### src/rtl/tms_pkg.sv
// Shared types and constants of the tape machine rule stepper.
// No dependencies; imported by every module of the block.
package tms_pkg;

  // Action codes of an input transfer
  localparam logic [1:0] ACT_LOAD_RULE = 2'd0;
  localparam logic [1:0] ACT_LOAD_TAPE = 2'd1;
  localparam logic [1:0] ACT_START     = 2'd2;
  localparam logic [1:0] ACT_STEP      = 2'd3;

  // Configuration register indexes (byte address = 4 * index)
  localparam logic [1:0] REG_RULE_COUNT  = 2'd0;
  localparam logic [1:0] REG_TAPE_LENGTH = 2'd1;
  localparam logic [1:0] REG_START_STATE = 2'd2;
  localparam logic [1:0] REG_START_HEAD  = 2'd3;

  localparam int CFG_AW = 4;
  localparam int CFG_DW = 32;

  localparam int RC_W  = 7;
  localparam int TL_W  = 11;
  localparam int SYM_W = 8;
  localparam int ST_W  = 8;
  localparam int POS_W = 10;
  localparam int CNT_W = 32;

  typedef struct packed {
    logic [1:0]       action;
    logic [5:0]       rule_index;
    logic [ST_W-1:0]  rule_state;
    logic [SYM_W-1:0] rule_read_symbol;
    logic [SYM_W-1:0] rule_write_symbol;
    logic             rule_move_right;
    logic [ST_W-1:0]  rule_next_state;
    logic [POS_W-1:0] cell_position;
    logic [SYM_W-1:0] cell_symbol;
  } in_item_t;

  typedef struct packed {
    logic             matched;
    logic [ST_W-1:0]  machine_state;
    logic [POS_W-1:0] head_now;
    logic [SYM_W-1:0] written_symbol;
    logic [CNT_W-1:0] steps_taken;
  } out_item_t;

  // One rule table entry (33 bits)
  typedef struct packed {
    logic [ST_W-1:0]  state;
    logic [SYM_W-1:0] read_sym;
    logic [SYM_W-1:0] write_sym;
    logic             move_right;
    logic [ST_W-1:0]  goto_state;
  } rule_t;

  // Priority chain passed from cell to cell: first hit wins
  typedef struct packed {
    logic  found;
    rule_t rule;
  } chain_t;

endpackage

### src/rtl/tms_rule_cell.sv
// One rule cell: holds a rule entry, compares it against the current key
// and joins the first-hit priority chain. Depends on tms_pkg.
module tms_rule_cell (
  input  logic                  clk,
  input  logic                  we,
  input  tms_pkg::rule_t        wdata,
  input  logic                  en,
  input  logic [7:0]            key_state,
  input  logic [7:0]            key_sym,
  input  tms_pkg::chain_t       chain_in,
  output tms_pkg::chain_t       chain_out
);
  import tms_pkg::*;

  rule_t entry_r;
  logic  hit;
  logic  win;

  always_ff @(posedge clk) begin
    if (we) begin
      entry_r <= wdata;
    end
  end

  assign hit = en && (entry_r.state == key_state) && (entry_r.read_sym == key_sym);
  assign win = hit && !chain_in.found;

  assign chain_out.found = chain_in.found | hit;
  assign chain_out.rule  = rule_t'(chain_in.rule | (entry_r & {$bits(rule_t){win}}));

endmodule

### config.mk
export PLATFORM = sky130hd
export DESIGN_NAME = tms_rule_cell
export DESIGN_NICKNAME = d
export VERILOG_FILES = /design/src/rtl/tms_pkg.sv /design/src/rtl/tms_rule_cell.sv
export SDC_FILE = /design/constraint.sdc
export NUM_CORES = 1
export LEC_CHECK = 0
export BUFFER_PORTS_ARGS = -buffer_cell sky130_fd_sc_hd__buf_2
export CAP_MARGIN = 20
export CORE_ASPECT_RATIO = 0.5
export CORE_UTILIZATION = 39
export CTS_CLUSTER_SIZE = 12
export DETAILED_ROUTE_END_ITERATION = 7
export GPL_TIMING_DRIVEN = 0
export PLACE_DENSITY = 0.88
export SYNTH_ARGS = -nofsm -noshare
export SYNTH_HDL_FRONTEND = slang
export SYNTH_SLANG_ARGS = --single-unit
export TNS_END_PERCENT = 50
### constraint.sdc
create_clock -name clk -period 2 [get_ports clk]
set_input_delay 0.3 -clock clk [delete_from_list [all_inputs] [get_ports clk]]
set_output_delay 0.3 -clock clk [all_outputs]
set_load 0.02 [all_outputs]
==> flow_summary_export.csv, run 1 <==
group,metric,value,unit
cts,clock-sinks,33,
timing,maxSlewHeadroom,50.1,%
timing,rsz0062_at_grt,"yes",
power,power.share.switching,30.4,%
power,pwr-share-clk,26.8,%
floorplan,initial_core_util,40.9,%
synth,synth_compound_area_share,27.6,%
floorplan,core_area,0.00495,sq mm
setup_path,cp_data_required_time,1.70,ns
cts,cts_max_level,2,
cells_and_area,drive_gt1_share,57.9,%
grt,grt_max_degree,34,
setup_path,endpoint_kind,"output port",
setup_path,cp_max_fo,10,
routing,post_drt_via_cell_ratio,5.05,
grt,grt_usage,21.0,%
placed_design,dpl-instance-area,0.00309,sq mm
timing,tightestPinTransition,0.748,ns
cells_and_area,largest_reg_flops,33,
cts,cts_buffer_depth,2,
routing,routed-via-count,1879,
cells_and_area,regMostFlops,"entry_r",
timing,timing.final.hold_violations,0,
power,p_per_area,551,mW/mm^2
routing,wire_per_inst,15.4,um
setup_path,crit_end,"chain_out[22]",
cells_and_area,reg.largest.list,"entry_r (33)",
routing,drc,0,
setup_path,critPathLaunch,"entry_r[17]",
power,switching_power,0.555,mW
power,combPwrFrac,26.8,%
run,maxCapViolCount,0,
hold_path,hold_class,"input port to flip-flop",
timing,whs,0.181,ns
synth,ys_types,22,
cts,cts_tree,"done",
setup_path,startpoint_type,"flip-flop",
synth,synth_seq_area_share,48.9,%
timing,drv_slew,0,
timing,period_share,128,%
routing,routed_wl,5.72,mm
grt,grt-ovfl-total,0,
synth,synth-simple-area-share,7.71,%
cells_and_area,num-fill-cells,359,
synth,synth.area.mux_share,0,%
cts,clkTransAtPathRegs,0.07,ns
floorplan,fp.dieArea,0.00551,sq mm
cells_and_area,seq_area,991,sq um
synth,synth_cells,174,
placed_design,dp_hpwl,4.50,mm
power,peakVddDrop,395,uV
cells_and_area,final_common_cell,"buf_2",
synth,postSynthAreaPerCell,11.7,sq um
cells_and_area,nets,387,
grt,antenna_found_initial,0,
synth,synth-xor-area-share,4.32,%
run_status,failed_checks,"setup timing",
cells_and_area,finalInstanceArea,0.00332,sq mm
routing,drt_iter0_drc,71,
setup_path,cp.arrival,2.27,ns
floorplan,io_pins,120,
grt,first_global_vias,1922,
placed_design,globalplace.congestion,0.793,
floorplan,die_h,53.0,um
cells_and_area,multiInputGateArea,0.00119,sq mm
synth,netlist_area,0.00203,sq mm
routing,drt-pass1-iter-count,4,
power,p_seq_share,46.5,%
power,internal_power,1.27,mW
synth,ys_warn_count,0,
synth,synth-adder-area-share,0,%
power,p_total,1.83,mW
synth,synth_seq_cells,33,
cts,cts-root-buf,"clkbuf_8",
timing,post-route-min-period,2.57,ns
cells_and_area,area_growth,63.7,%
routing,drtAntennaViolNets,0,
synth,synth_nets,260,
timing,setup_tns,-17.95,ns
hold_path,min_from,"wdata[22]",
setup_path,critPathKind,"flip-flop to output port",
timing,setup_viol,34,
placed_design,io_buffer_count,119,
cells_and_area,diodes,0,
grt,grt_pass1_wl,8.69,mm
timing,postLayoutSetupSlackWorst,-0.569,ns
cts,cts_inserted_buffers,5,
run_status,status,"finished with violations",
cells_and_area,final_cell_mix,"85 x buf_2, 39 x inv_1, 37 x buf_4, 33 x nand2_1, 33 x edfxtp_1",
power,static-leakage-power,1.82,nW
timing,max_freq,389,MHz
floorplan,rows,18,
synth,synth_top_family_by_area,"compound AO/OA/AOI/OAI gates",
cts,postCtsHoldBufs,0,
floorplan,fp.dieW,104,um
==> logic make-up after synthesis <==
kind of cell / count (synthesis)
flops: 33
buf+inv: 53
compound gates: 40
xor+xnor: 10
simple gates: 38
==> power by group through the flow <==
stage,clock network [mW],logic (mW),registers (mW)
global route,0.528,0.523,0.855
floorplan,0,0.296,0.856
finish,0.489,0.489,0.850
global placement,0,0.442,0.861
detailed placement,0,0.459,0.864
CTS,0.495,0.482,0.849
==> synth_stat cells <==
cell type / number / area, sq um
or4_4: 1 / 11.3
clkinv_1: 1 / 3.75
xnor2_1: 8 / 70.1
buf_6: 4 / 45.0
o22ai_1: 2 / 12.5
buf_2: 3 / 15.0
xor2_1: 2 / 17.5
o31ai_1: 1 / 7.51
buf_1: 3 / 11.3
edfxtp_1: 33 / 991
nor2_1: 1 / 3.75
clkbuf_1: 3 / 11.3
o41ai_2: 29 / 472
nand4_1: 2 / 12.5
o211ai_1: 1 / 7.51
o41ai_1: 4 / 35.0
a22oi_1: 1 / 7.51
a2bb2oi_1: 1 / 8.76
inv_1: 39 / 146
nand2_1: 33 / 124
nand3_1: 1 / 5.00
a222oi_1: 1 / 10.0
==> metal layers <==
layer / global-route usage [%] / vias to the layer above / part of all wire [%] / wire, um
met3: 5.42 / 13 / 4.7 / 268
li1: - / 889 / - / -
met4: 10.5 / 0 / 2.0 / 115
met1: 21.9 / 913 / 38 / 2150
met5: 0 / - / 0 / 0
met2: 40.9 / 64 / 56 / 3180
==> critical path, cell delays in order, from the launching register on <==
cell      delay (ns)
edfxtp_1        0.45
xnor2_2         0.15
o211ai_1        0.10
or4_4           0.53
buf_8           0.17
buf_12          0.16
o41ai_4         0.23
buf_4           0.20
==> stage by stage <==
step	cells	util, %	setup slack [ns]
after floorplan	174	-	-0.0923
after global placement	363	62.4	-0.335
after detailed placement	363	62.4	-0.421
after CTS	372	66.2	-0.593
after global routing	372	67.0	-0.695
final	372	67.0	-0.569
==> how the worst min path moves through the flow <==
stage                        to  slack, ns  cells past startpoint
floorplan            entry_r[0]       0.40                      0
global placement    entry_r[11]       0.48                      1
detailed placement  entry_r[23]       0.48                      1
CTS                 entry_r[23]       0.18                      1
global route        entry_r[22]       0.17                      1
finish              entry_r[22]       0.18                      1
==> layout make-up <==
type                            instances  area share, %
Clock inverter                          3          0.528
Tap cell                               70           2.64
Buffer                                 13           3.81
Sequential cell                        33           29.8
Inverter                               40           4.52
Clock buffer                            5           2.07
Multi-Input combinational cell         88           35.8
Timing Repair Buffer                  120           20.8
==> timing repair <==
action / 4_1_cts / 5_1_grt
setup buffers: 1 / 0
endpoints found under the setup margin: 34 / 34
pin swaps: 1 / 0
resized for setup: 34 / 12
(Power assumes the default switching activity.)
==> run 2, diff against run 1 <==
CORE_UTILIZATION = 30   (was 39)
PLACE_DENSITY = 0.73   (was 0.88)
==> run 2 against run 1 <==
Effect of this change:
- the flow still finishes with violations (setup timing)
- worst setup slack better by 0.026 ns
- largest power group unchanged
- worst hold slack better by 0.017 ns
- sequential share of layout area down 0.70 points
- wire length up 3.8%
- largest cell class unchanged
- critical path depth unchanged
- global-route usage down 4.4 points
==> flow_summary_export.csv, run 2 (synthesis gave the netlist of run 1 again) <==
group,metric,value,unit
cells_and_area,drive_gt1_share,57.5,%
setup_path,cp.arrival,2.24,ns
run,maxCapViolCount,0,
timing,period_share,127,%
cts,postCtsHoldBufs,0,
hold_path,whs_path_depth,1,
floorplan,io_pins,120,
setup_path,crit_path_frequent_cell,"buf_6",
grt,grt_pass1_wl,8.87,mm
cells_and_area,area_growth,67.7,%
floorplan,fp.dieArea,0.00711,sq mm
run_status,failed_checks,"setup timing",
setup_path,path_depth,7,
power,static-leakage-power,1.85,nW
power,internal_power,1.50,mW
timing,setup_viol,34,
setup_path,cpPeakStageDelay,0.52,ns
routing,routed_wl,5.94,mm
routing,routed-via-count,1821,
setup_path,endpoint_kind,"output port",
hold_path,hold_class,"input port to flip-flop",
floorplan,rows,20,
timing,postLayoutSetupSlackWorst,-0.542,ns
grt,first_global_vias,1967,
floorplan,core_area,0.00628,sq mm
hold_path,hold_path_end,"entry_r[17]",
power,combPwrFrac,23.8,%
cts,cts_buffer_depth,2,
cells_and_area,regMostFlops,"entry_r",
cells_and_area,final_common_cell,"buf_2",
grt,grt_usage,16.5,%
timing,timing.final.hold_violations,0,
grt,grt-ovfl-total,0,
routing,drc,0,
routing,wl_met2,3.47,mm
placed_design,dp_cells,381,
routing,drt-met1-wl,2.27,mm
routing,routed.top_layer,"met4",
cells_and_area,reg.largest.list,"entry_r (33)",
setup_path,cp_top_family,"buffers and inverters",
setup_path,cp_num_buf_inv,3,
timing,maxSlewHeadroom,48.0,%
timing,drv_slew,0,
cts,cts_inserted_buffers,5,
timing,tightestPinTransition,0.780,ns
setup_path,critPathKind,"flip-flop to output port",
cells_and_area,final_cell_mix,"87 x buf_2, 39 x inv_1, 39 x buf_4, 33 x nand2_1, 33 x edfxtp_1",
placed_design,globalplace.congestion,0.792,
routing,routed-wl-met3,166,um
cells_and_area,nets,391,
power,p_seq_share,41.1,%
timing,max_freq,393,MHz
power,pwr-share-clk,35.1,%
routing,drt_iter0_drc,69,
cells_and_area,diodes,0,
power,switching_power,0.568,mW
setup_path,slowest_stage,"or4_4",
routing,drt-pass1-iter-count,4,
run_status,status,"finished with violations",
setup_path,cp_data_required_time,1.70,ns
cts,cts_max_level,2,
hold_path,min_from,"wdata[17]",
power,power.share.switching,27.4,%
cts,clkTransAtPathRegs,0.05,ns
cts,clock-sinks,33,
setup_path,startpoint_type,"flip-flop",
routing,post_drt_via_cell_ratio,4.62,
power,peakVddDrop,268,uV
power,p_total,2.07,mW
grt,antenna_found_initial,0,
floorplan,fp.dieW,118,um
placed_design,dp_hpwl,4.61,mm
timing,post-route-min-period,2.54,ns
cts,cts_tree,"done",
cells_and_area,stdcell_count,394,
routing,wire_per_inst,15.1,um
placed_design,io_buffer_count,119,
floorplan,initial_core_util,32.3,%
grt,grt_max_degree,34,
floorplan,die_h,60.1,um
routing,drtAntennaViolNets,0,
timing,whs,0.198,ns
setup_path,crit_chain,"xnor2_2 -> o211ai_1 -> or4_4 -> buf_6 -> buf_6 -> o41ai_4 -> buf_4",
power,p_per_area,608,mW/mm^2
timing,rsz0062_at_grt,"yes",
setup_path,cp_max_fo,10,
cells_and_area,largest_reg_flops,33,
cts,cts-root-buf,"clkbuf_16",
[run 2: layer usage]
metal | track usage [%] | vias to the layer above
li1 | - | 897
met1 | 16.6 | 880
met2 | 35.2 | 39
met3 | 2.86 | 5
met4 | 6.41 | 0
met5 | 0 | -
[run 2: stage by stage]
stage          util (%)  setup slack [ns]  setup TNS [ns]  instance area (sq um)
3_3_place_gp       49.6            -0.365          -10.62                   3120
5_1_grt            54.1            -0.594          -18.81                   3400
6_report           54.1            -0.542          -16.67                   3400
4_1_cts            53.5            -0.585          -18.42                   3360
2_1_floorplan         -           -0.0923           -2.74                   2410
3_5_place_dp       49.6            -0.411          -11.74                   3120
[run 2: area by class of cell]
| class | count | area [sq um] |
|---|---|---|
| multi-input combinational | 88 | 1190 |
| inverter | 40 | 150 |
| tap | 88 | 110 |
| sequential | 33 | 991 |
| clock buffer | 8 | 136 |
| timing repair buffer | 124 | 717 |
| fill | 528 | 2880 |
| buffer | 13 | 109 |
[run 2: repair_timing]
| action | CTS | global route |
|---|---|---|
| buffers inserted | 3 | 2 |
| resized for setup | 33 | 8 |
| pin swaps | 1 | 3 |
| setup endpoints to repair | 34 | 34 |
[run 2: worst max path at each step]
stage                            from            end
after floorplan           entry_r[17]   chain_out[0]
after global placement    entry_r[28]  chain_out[17]
after detailed placement  entry_r[28]  chain_out[11]
after CTS                 entry_r[17]  chain_out[25]
after global routing      entry_r[17]   chain_out[6]
final                     entry_r[17]  chain_out[25]
[run 2: power by group through the flow]
| stage | clock network, mW | registers, mW | logic, mW |
|---|---|---|---|
| 3_5_place_dp | 0 | 0.864 | 0.461 |
| 6_report | 0.726 | 0.851 | 0.492 |
| 4_1_cts | 0.734 | 0.850 | 0.489 |
| 2_1_floorplan | 0 | 0.856 | 0.296 |
| 3_3_place_gp | 0 | 0.861 | 0.447 |
| 5_1_grt | 0.771 | 0.855 | 0.526 |
==> run 3, diff against run 2 <==
CORE_MARGIN = 1.5   (was default)
PLACE_DENSITY = default   (was 0.73)
==> run 3 against run 2 <==
Effect of this change:
- the flow still finishes with violations (setup timing)
- power rose by 5.6%
- non-clock buffer count shrank 3
- worst setup slack improved by 0.011 ns
- sequential power barely moved
- cell area up 0.22%
- utilization is 0.096 points lower
- via count down 2.4%
- sequential cell count unchanged
- sequential share of layout area shrank 0.064 points
- cell count shrank 0.76%
- critical path depth unchanged
- largest power group unchanged
==> flow_summary_export.csv, run 3 (synthesis gave the netlist of run 1 again) <==
group,metric,value,unit
setup_path,slowest_stage,"or4_4",
cells_and_area,largest_reg_flops,33,
timing,tightestPinTransition,0.761,ns
routing,routed-via-count,1778,
floorplan,io_pins,120,
grt,grt_usage,15.8,%
run_status,status,"finished with violations",
setup_path,startpoint_type,"flip-flop",
routing,wire_per_inst,14.4,um
cts,cts-root-buf,"clkbuf_16",
timing,drv_slew,0,
floorplan,fp.dieArea,0.00729,sq mm
routing,drtAntennaViolNets,0,
cells_and_area,reg.largest.list,"entry_r (33)",
cells_and_area,diodes,0,
run,maxCapViolCount,0,
grt,grt_pass1_wl,8.67,mm
power,p_total,2.18,mW
setup_path,cp_num_buf_inv,3,
timing,post-route-min-period,2.53,ns
cells_and_area,final_cell_mix,"85 x buf_2, 41 x buf_4, 39 x inv_1, 33 x nand2_1, 33 x edfxtp_1",
setup_path,cp_max_fo,10,
cts,cts_inserted_buffers,5,
cells_and_area,finalInstanceArea,0.00341,sq mm
floorplan,core_area,0.00631,sq mm
grt,first_global_vias,1812,
timing,setup_viol,34,
placed_design,dp_cells,381,
cts,postCtsHoldBufs,0,
setup_path,cpPeakStageDelay,0.52,ns
setup_path,cp_top_family,"simple AND/OR/NAND/NOR gates",
hold_path,hold_path_end,"entry_r[26]",
hold_path,whs_path_depth,1,
placed_design,globalplace.congestion,0.764,
timing,whs,0.199,ns
timing,rsz0062_at_grt,"yes",
hold_path,min_from,"wdata[26]",
hold_path,hold_class,"input port to flip-flop",
cts,cts_tree,"done",
timing,maxSlewHeadroom,49.2,%
grt,antenna_found_initial,0,
routing,drt-pass1-iter-count,4,
cells_and_area,regMostFlops,"entry_r",
routing,routed_wl,5.63,mm
timing,postLayoutSetupSlackWorst,-0.532,ns
cts,cts_max_level,2,
cells_and_area,final_common_cell,"buf_2",
cts,cts_buffer_depth,2,
placed_design,io_buffer_count,119,
cells_and_area,area_growth,68.0,%
power,static-leakage-power,1.85,nW
setup_path,critPathKind,"flip-flop to output port",
cells_and_area,drive_gt1_share,57.1,%
routing,post_drt_via_cell_ratio,4.55,
cells_and_area,stdcell_count,391,
setup_path,cp.arrival,2.23,ns
power,peakVddDrop,339,uV
floorplan,fp.dieW,119,um
cts,clkTransAtPathRegs,0.05,ns
cts,clock-sinks,33,
floorplan,rows,20,
setup_path,crit_chain,"xnor2_2 -> o211ai_1 -> or4_4 -> buf_6 -> buf_8 -> o41ai_4 -> buf_4",
setup_path,endpoint_kind,"output port",
timing,max_freq,395,MHz
routing,drc,0,
placed_design,dpl-instance-area,0.00312,sq mm
floorplan,initial_core_util,32.2,%
floorplan,die_h,61.1,um
setup_path,cp_data_required_time,1.70,ns
placed_design,dp_hpwl,4.46,mm
grt,grt-ovfl-total,0,
routing,drt_iter0_drc,68,
timing,timing.final.hold_violations,0,
timing,period_share,127,%
power,p_per_area,641,mW/mm^2
cells_and_area,nets,388,
run_status,failed_checks,"setup timing",
grt,grt_max_degree,34,
## run 3: area by class of cell
class                           count  area [sq um]
Buffer                             13           113
Clock buffer                        6           129
Clock inverter                      2          33.8
Fill cell                         578          2900
Inverter                           40           150
Multi-Input combinational cell     88          1180
Sequential cell                    33           991
Tap cell                           88           110
Timing Repair Buffer              121           699
## run 3: worst max path at each step
stage	from	end	slack [ns]	depth (start not counted)
2_1_floorplan	entry_r[17]	chain_out[0]	-0.09	5
3_3_place_gp	entry_r[28]	chain_out[29]	-0.37	6
3_5_place_dp	key_state[3]	chain_out[13]	-0.37	6
4_1_cts	entry_r[17]	chain_out[13]	-0.57	7
5_1_grt	entry_r[17]	chain_out[4]	-0.61	7
6_report	entry_r[17]	chain_out[10]	-0.53	7
## run 3: timing repair
action	in CTS	in global routing
setup buffers	1	1
pin swaps	1	1
endpoints found under the setup margin	34	34
gates resized for setup	36	9
## run 3: where the power goes
part	switching [mW]	internal, mW	total (mW)
sequential	0.0255	0.825	0.851
combinational	0.274	0.211	0.485
clock	0.266	0.583	0.849
## run 3: metrics by stage
| step | worst slack (ns) | util, % | TNS, ns |
|---|---|---|---|
| 2_1_floorplan | -0.0923 | - | -2.74 |
| 3_3_place_gp | -0.366 | 49.4 | -10.99 |
| 3_5_place_dp | -0.368 | 49.4 | -10.74 |
| 4_1_cts | -0.572 | 53.6 | -18.29 |
| 5_1_grt | -0.605 | 54.0 | -19.30 |
| 6_report | -0.532 | 54.0 | -16.82 |
## run 3: per-layer routing
metal	GRT usage, %	share of wire (%)	vias to the layer above
met4	4.13	0.52	0
met5	0	0	-
met1	18.8	43	827
met3	3.24	4.3	2
met2	30.4	52	57
li1	-	-	892
